## src/rtl/ivr_pkg.sv

```systemverilog
// shared constants and codes for the in-place vector rotate block
package ivr_pkg;

  // store geometry
  localparam int DEPTH  = 1024;
  localparam int ADDR_W = $clog2(DEPTH);
  localparam int LEN_W  = 11;
  localparam int ELEM_W = 32;
  localparam int DATA_W = 32;

  // input transaction fields inside s_axis_tdata
  localparam int IN_TDATA_W = 56;
  localparam int IDX_LSB    = 0;
  localparam int WV_LSB     = 10;
  localparam int DIST_LSB   = 42;

  // action codes
  localparam logic [1:0] ACT_WRITE  = 2'd0;
  localparam logic [1:0] ACT_READ   = 2'd1;
  localparam logic [1:0] ACT_ROTATE = 2'd2;

  // status codes
  localparam logic [1:0] ST_OK       = 2'd0;
  localparam logic [1:0] ST_BAD_IDX  = 2'd1;
  localparam logic [1:0] ST_BAD_DIST = 2'd2;

endpackage

```

## src/rtl/ivr_gcd.sv

```systemverilog
// iterative subtractive gcd, one subtract or swap per cycle
module ivr_gcd (
  input  logic                     clk,
  input  logic                     rst,
  input  logic                     start,
  input  logic [ivr_pkg::LEN_W-1:0] a_in,
  input  logic [ivr_pkg::LEN_W-1:0] b_in,
  output logic                     done,
  output logic [ivr_pkg::LEN_W-1:0] result
);

  logic                      busy;
  logic [ivr_pkg::LEN_W-1:0] a;
  logic [ivr_pkg::LEN_W-1:0] b;

  // operand registers and step
  always_ff @(posedge clk) begin
    if (rst) begin
      busy <= 1'b0;
    end else if (start) begin
      busy <= 1'b1;
    end else if (busy && (a == '0)) begin
      busy <= 1'b0;
    end
  end

  always_ff @(posedge clk) begin
    if (start) begin
      a <= a_in;
      b <= b_in;
    end else if (busy && (a != '0)) begin
      if (b >= a) begin
        b <= b - a;
      end else begin
        a <= b;
        b <= a;
      end
    end
  end

  assign done   = busy && (a == '0);
  assign result = b;

endmodule
```

## config.mk

```make
export PLATFORM = sky130hd
export DESIGN_NAME = ivr_gcd
export DESIGN_NICKNAME = d
export VERILOG_FILES = /design/src/rtl/ivr_pkg.sv /design/src/rtl/ivr_gcd.sv
export SDC_FILE = /design/constraint.sdc
export NUM_CORES = 1
export LEC_CHECK = 0
export BUFFER_PORTS_ARGS = -buffer_cell sky130_fd_sc_hd__buf_2
export CAP_MARGIN = 0
export CORE_ASPECT_RATIO = 0.5
export CORE_UTILIZATION = 35
export DETAILED_ROUTE_END_ITERATION = 7
export GPL_ROUTABILITY_DRIVEN = 1
export PLACE_DENSITY = 0.57
export SKIP_CTS_REPAIR_TIMING = 1
export SYNTH_ARGS = -nofsm -noshare
export SYNTH_HDL_FRONTEND = slang
export SYNTH_SLANG_ARGS = --single-unit
```

## constraint.sdc

```tcl
create_clock -name clk -period 3 [get_ports clk]
set_input_delay 0.15 -clock clk [delete_from_list [all_inputs] [get_ports clk]]
set_output_delay 0.15 -clock clk [all_outputs]
set_load 0.05 [all_outputs]
```

; Word-level counts from Yosys, hierarchy flattened
; Index checks and enable logic that the tools add are counted.
[word_totals]
ff_bits = 23
latchBits = 0
mem_bits_rw = 0
rom_bits = 0
inputBits = 25
out_inout_bits = 12
elab_cells = 21
mem_count = 0
[op_classes]
n_addsub = 1
n_mul = 0
div_mod_pow = 0
magnitude_cmp = 1
n_eq_ne = 1
shift = 0
n_mux = 8
n_bitwise = 0
reduce_logical = 7
[op_table]
columns = op, n
row1 = $mux 11, 6
row2 = $ge 11x11->1, 1
row3 = $logic_not 11->1, 1
row4 = $reduce_bool 11->1, 1
row5 = $sub 11x11->11, 1
row6 = $reduce_bool 2->1, 2
row7 = $logic_and 1x1->1, 2
row8 = $mux 1, 2
row9 = $ne 2x2->1 const B, 1
row10 = $reduce_and 2->1, 1

; Logic depth before layout (Yosys ltp)
[logic_depth]
ltp_word = 4
ltp_mapped = 10
ltp_nobuf = 9

; Worst setup path before layout
; OpenSTA, ideal clock, no wires.
[synth_timing]
kind = register to register
startpoint = register b (netlist bit result[8])
endpoint = register a[0] in the netlist's numbering (enable)
t_arrival_ns = 2.443
slack_ns = 0.176
path_stages_with_launch = 9
n_path_buf = 2
period_less_slack_ns = 2.824
cell_sequence = edfxtp_1 > ha_1 > buf_2 > a21oi_1 > o21ai_0 > o22ai_1 > o31ai_4 > buf_6 > o21bai_1
[synth_via]
elab_chain_len = 3
[synth_rtl]
columns = item, line
row1 = from (decl), ivr_gcd.sv:14  ; logic [ivr_pkg::LEN_W-1:0] b;
row2 = from (signal assigned), ivr_gcd.sv:30  ; b <= b_in;
row3 = from (signal assigned), ivr_gcd.sv:33  ; b <= b - a;
row4 = $ge 11x11->1, ivr_gcd.sv:32  ; if (b >= a) begin
row5 = $ne 2x2->1 (no source line), n/a
row6 = $reduce_and 2->1 (no source line), n/a
row7 = to (signal assigned), ivr_gcd.sv:29  ; a <= a_in;
row8 = to (decl), ivr_gcd.sv:13  ; logic [ivr_pkg::LEN_W-1:0] a;
; Every way passes these cells.
; A chain may end at the register's enable or synchronous reset.

; Worst setup path after layout
[layout_timing]
startpoint = register b (netlist bit result[2])
endpoint = register b (netlist bit result[10]), data pin
[layout_via]
elab_chain_len = 4
elab_cells_between_ends = 5
cone_classes = add/sub (1) / order compare (1) / mux (3)
[layout_rtl]
columns = item, line
row1 = $sub 11x11->11 / $ge 11x11->1 (equally long branches), "ivr_gcd.sv:33, ivr_gcd.sv:32"
row2 = $mux 11 *, ivr_gcd.sv:32
row3 = $mux 11 *, ivr_gcd.sv:31  ; end else if (busy && (a != '0)) begin
row4 = $mux 11 *, ivr_gcd.sv:28  ; if (start) begin
; Mark *: on every way between the ends. The rest lies on a longest branch, timed or not. The select of a mux whose other input is x is not followed.

==> key figures <==
Run status
  • Status: finished clean

Floorplan
  • Die Span Y: 51.1 µm
  • Width of the die: 100 µm
  • Die ar.: 5130 µm²
  • Site Rows: 17
  • Starting Density: 37.5%
  • Ports: 37
  • Core Box Area: 4510 µm²

Critical path
  • Worst path slowest cell: a2111oi_1
  • Setup crit end kind: flip-flop
  • CP bufs+invs: 0
  • Data required, critical path: 3.01 ns
  • Crit path DAT: 2.61 ns
  • Critical Path Max Stage Delay: 0.58 ns
  • Setup Crit Path Kind: flip-flop to flip-flop
  • CP top delay family: compound AO/OA/AOI/OAI gates
  • Crit Path Max Fanout: 5
  • Crit-path cells: ha_1 -> nor2b_1 -> o2111ai_1 -> a31oi_1 -> a2111oi_1 -> o32a_1 -> o211ai_1
  • Startpoint types: flip-flop

Drt
  • DRC Markers: 0
  • Remaining antenna violation count: 0
  • Wire per inst: 14.7 µm
  • First DRT Iteration DRCs: 69
  • Vias per std cell: 5.01
  • Via count: 1389
  • Pre-Repair DR Iteration Count: 4
  • WL final: 4080 µm

GRT
  • Overflow after GRT: 0
  • Vias in the first global route: 1276
  • Initial antenna violation count: 0
  • Pin count of the biggest net entering global routing: 28
  • First-pass GRT wire length: 6620 µm
  • Total GRT Usage: 17.2%

Clock tree
  • Clock sink count: 23
  • Clk buf depth: 2
  • TritonCTS clock tree: done
  • Clk pin slew, worst setup/hold paths: 0.09 ns
  • Htree depth: 1
  • Total CTS buffers: 3
  • Skew-Pair Late Insertion Delay: 0.27 ns
  • Clock root buffer: clkbuf_8

Cells and area
  • Nets: 249
  • N_diodes: 0
  • Share of cells above drive strength 1: 27.0%
  • Non-Filler Instances: 277
  • P&R area growth vs syn: 17.2%
  • Final Cell Area: 1980 µm²
  • Layout Utilization: 43.9%

Synthesis
  • Ys Warns: 0
  • Yosys cell types: 44
  • FF+latch count, synth: 23
  • Cells after synthesis: 176
  • Sequential-to-total area share from yosys stat: 40.3%
  • Synthesized area: 1690 µm²
  • Area leader, netlist: edfxtp_1
  • Avg Cell Area, Syn: 9.60 µm²
  • Syn_nets: 213
  • Share of the synthesized area in the top cell type: 39.1%
  • Top cells by count, synth: 22 x edfxtp_1, 21 x nand2_1, 18 x inv_1
  • Top-count cell post-synth: edfxtp_1
  • FFs w/ async S/R, synth: 0%
  • Top FF cell, synth: edfxtp_1
  • Number of flops mapped to enable cells by yosys: 22
  • Top cells by area, synth: edfxtp_1 39%, ha_1 8.1%, mux2_2 6.0%, nand2_1 4.7%, inv_1 4.0%

Timing
  • Worst setup margin: 0.392 ns
  • Worst clock skew: 0.0122 ns
  • Final setup fails: 0
  • Relative slew slack: 50.5%
  • Period utilization: 86.9%
  • Final Hold Vio Count: 0
  • Setup tns final: 0 ns
  • Final Critical Period: 2.61 ns
  • RSZ-0062 raised after global routing: no
  • Final Max Slew Viols: 0
  • Worst-Margin Slew: 0.743 ns
  • Fmax: 0.383 GHz
  • Fin Hold WS: 0.0166 ns

Min path
  • Hold WC Path Type: input port to flip-flop

Pwr
  • Pwr Density: 954 nW/µm²
  • Peak supply drop: 0.000305 V
  • Leak Pwr: 0.836 nW
  • Power Total: 1.89 mW

Placed design
  • Placer Congestion: 0.787
  • Cell Area, Placed: 1930 µm²
  • Detailed-placement wirelength estimate: 3100 µm
  • Inst Count DP: 273
  • IO buf count: 36
  • Dpl ws: 0.438 ns

Run
  • Maximum capacitance violations: 0
## placed cells by master, fill, tap and decap left out, types with 5 or more instances in the layout
master and instances:
buf_2 36, edfxtp_1 22, nand2_1 21, inv_1 18, nor2_1 14, ha_1 11
mux2_2 9, nor3_1 8, a21oi_1 8, a31oi_1 8, xnor2_1 5
## layer usage
layer	up-vias	global-route usage (%)	part of all wire [%]	wire (µm)
met5	-	0	0	0
met2	33	22.4	38	1530
met4	0	2.66	0.52	21
met3	2	3.83	4.5	184
met1	640	28.1	57	2340
li1	714	-	-	-
## power by group
group | leakage, nW | internal (mW) | switching (mW)
clock network | 0.0217 | 0.0940 | 0.106
logic | 0.586 | 0.416 | 0.738
registers | 0.228 | 0.470 | 0.0656
## registers in the layout, summed over array words and instances, names as in the netlist
signal and flops:
a 11, result 11, busy 1
## path summary, 6_finish.rpt
check | startpoint | to | slack (ns) | depth (start not counted)
worst max-delay path | result[2]$_DFFE_PP_ | result[10]$_DFFE_PP_ | 0.39 | 7
worst min-delay path | rst | busy$_SDFFE_PP0P_ | 0.02 | 2
worst max register to register | result[2]$_DFFE_PP_ | result[10]$_DFFE_PP_ | 0.39 | 7
worst min register to register | result[4]$_DFFE_PP_ | a[4]$_DFFE_PP_ | 0.64 | 1
## kinds of logic after synthesis
logic type	share of synthesized area, %
flops	40.3
compound gates	17.3
mux	6.59
xor+xnor	3.63
fa+ha+maj	9.33
buf+inv	6.15
simple gates	16.7
## worst register-to-register path, cell delays in order (launching register included)
cell and delay (ns):
edfxtp_1 0.44, ha_1 0.38, nor2b_1 0.18, o2111ai_1 0.31, a31oi_1 0.14, a2111oi_1 0.58, o32a_1 0.23, o211ai_1 0.09
## area by class of cell
class	count	area, µm²
Clock buffer	3	41.3
Clock inverter	1	7.51
Fill cell	481	2530
Inverter	18	67.6
Multi-Input combinational cell	128	905
Sequential cell	23	681
Tap cell	66	82.6
Timing Repair Buffer	38	195
Note: power is estimated with default switching activity, not from simulation.
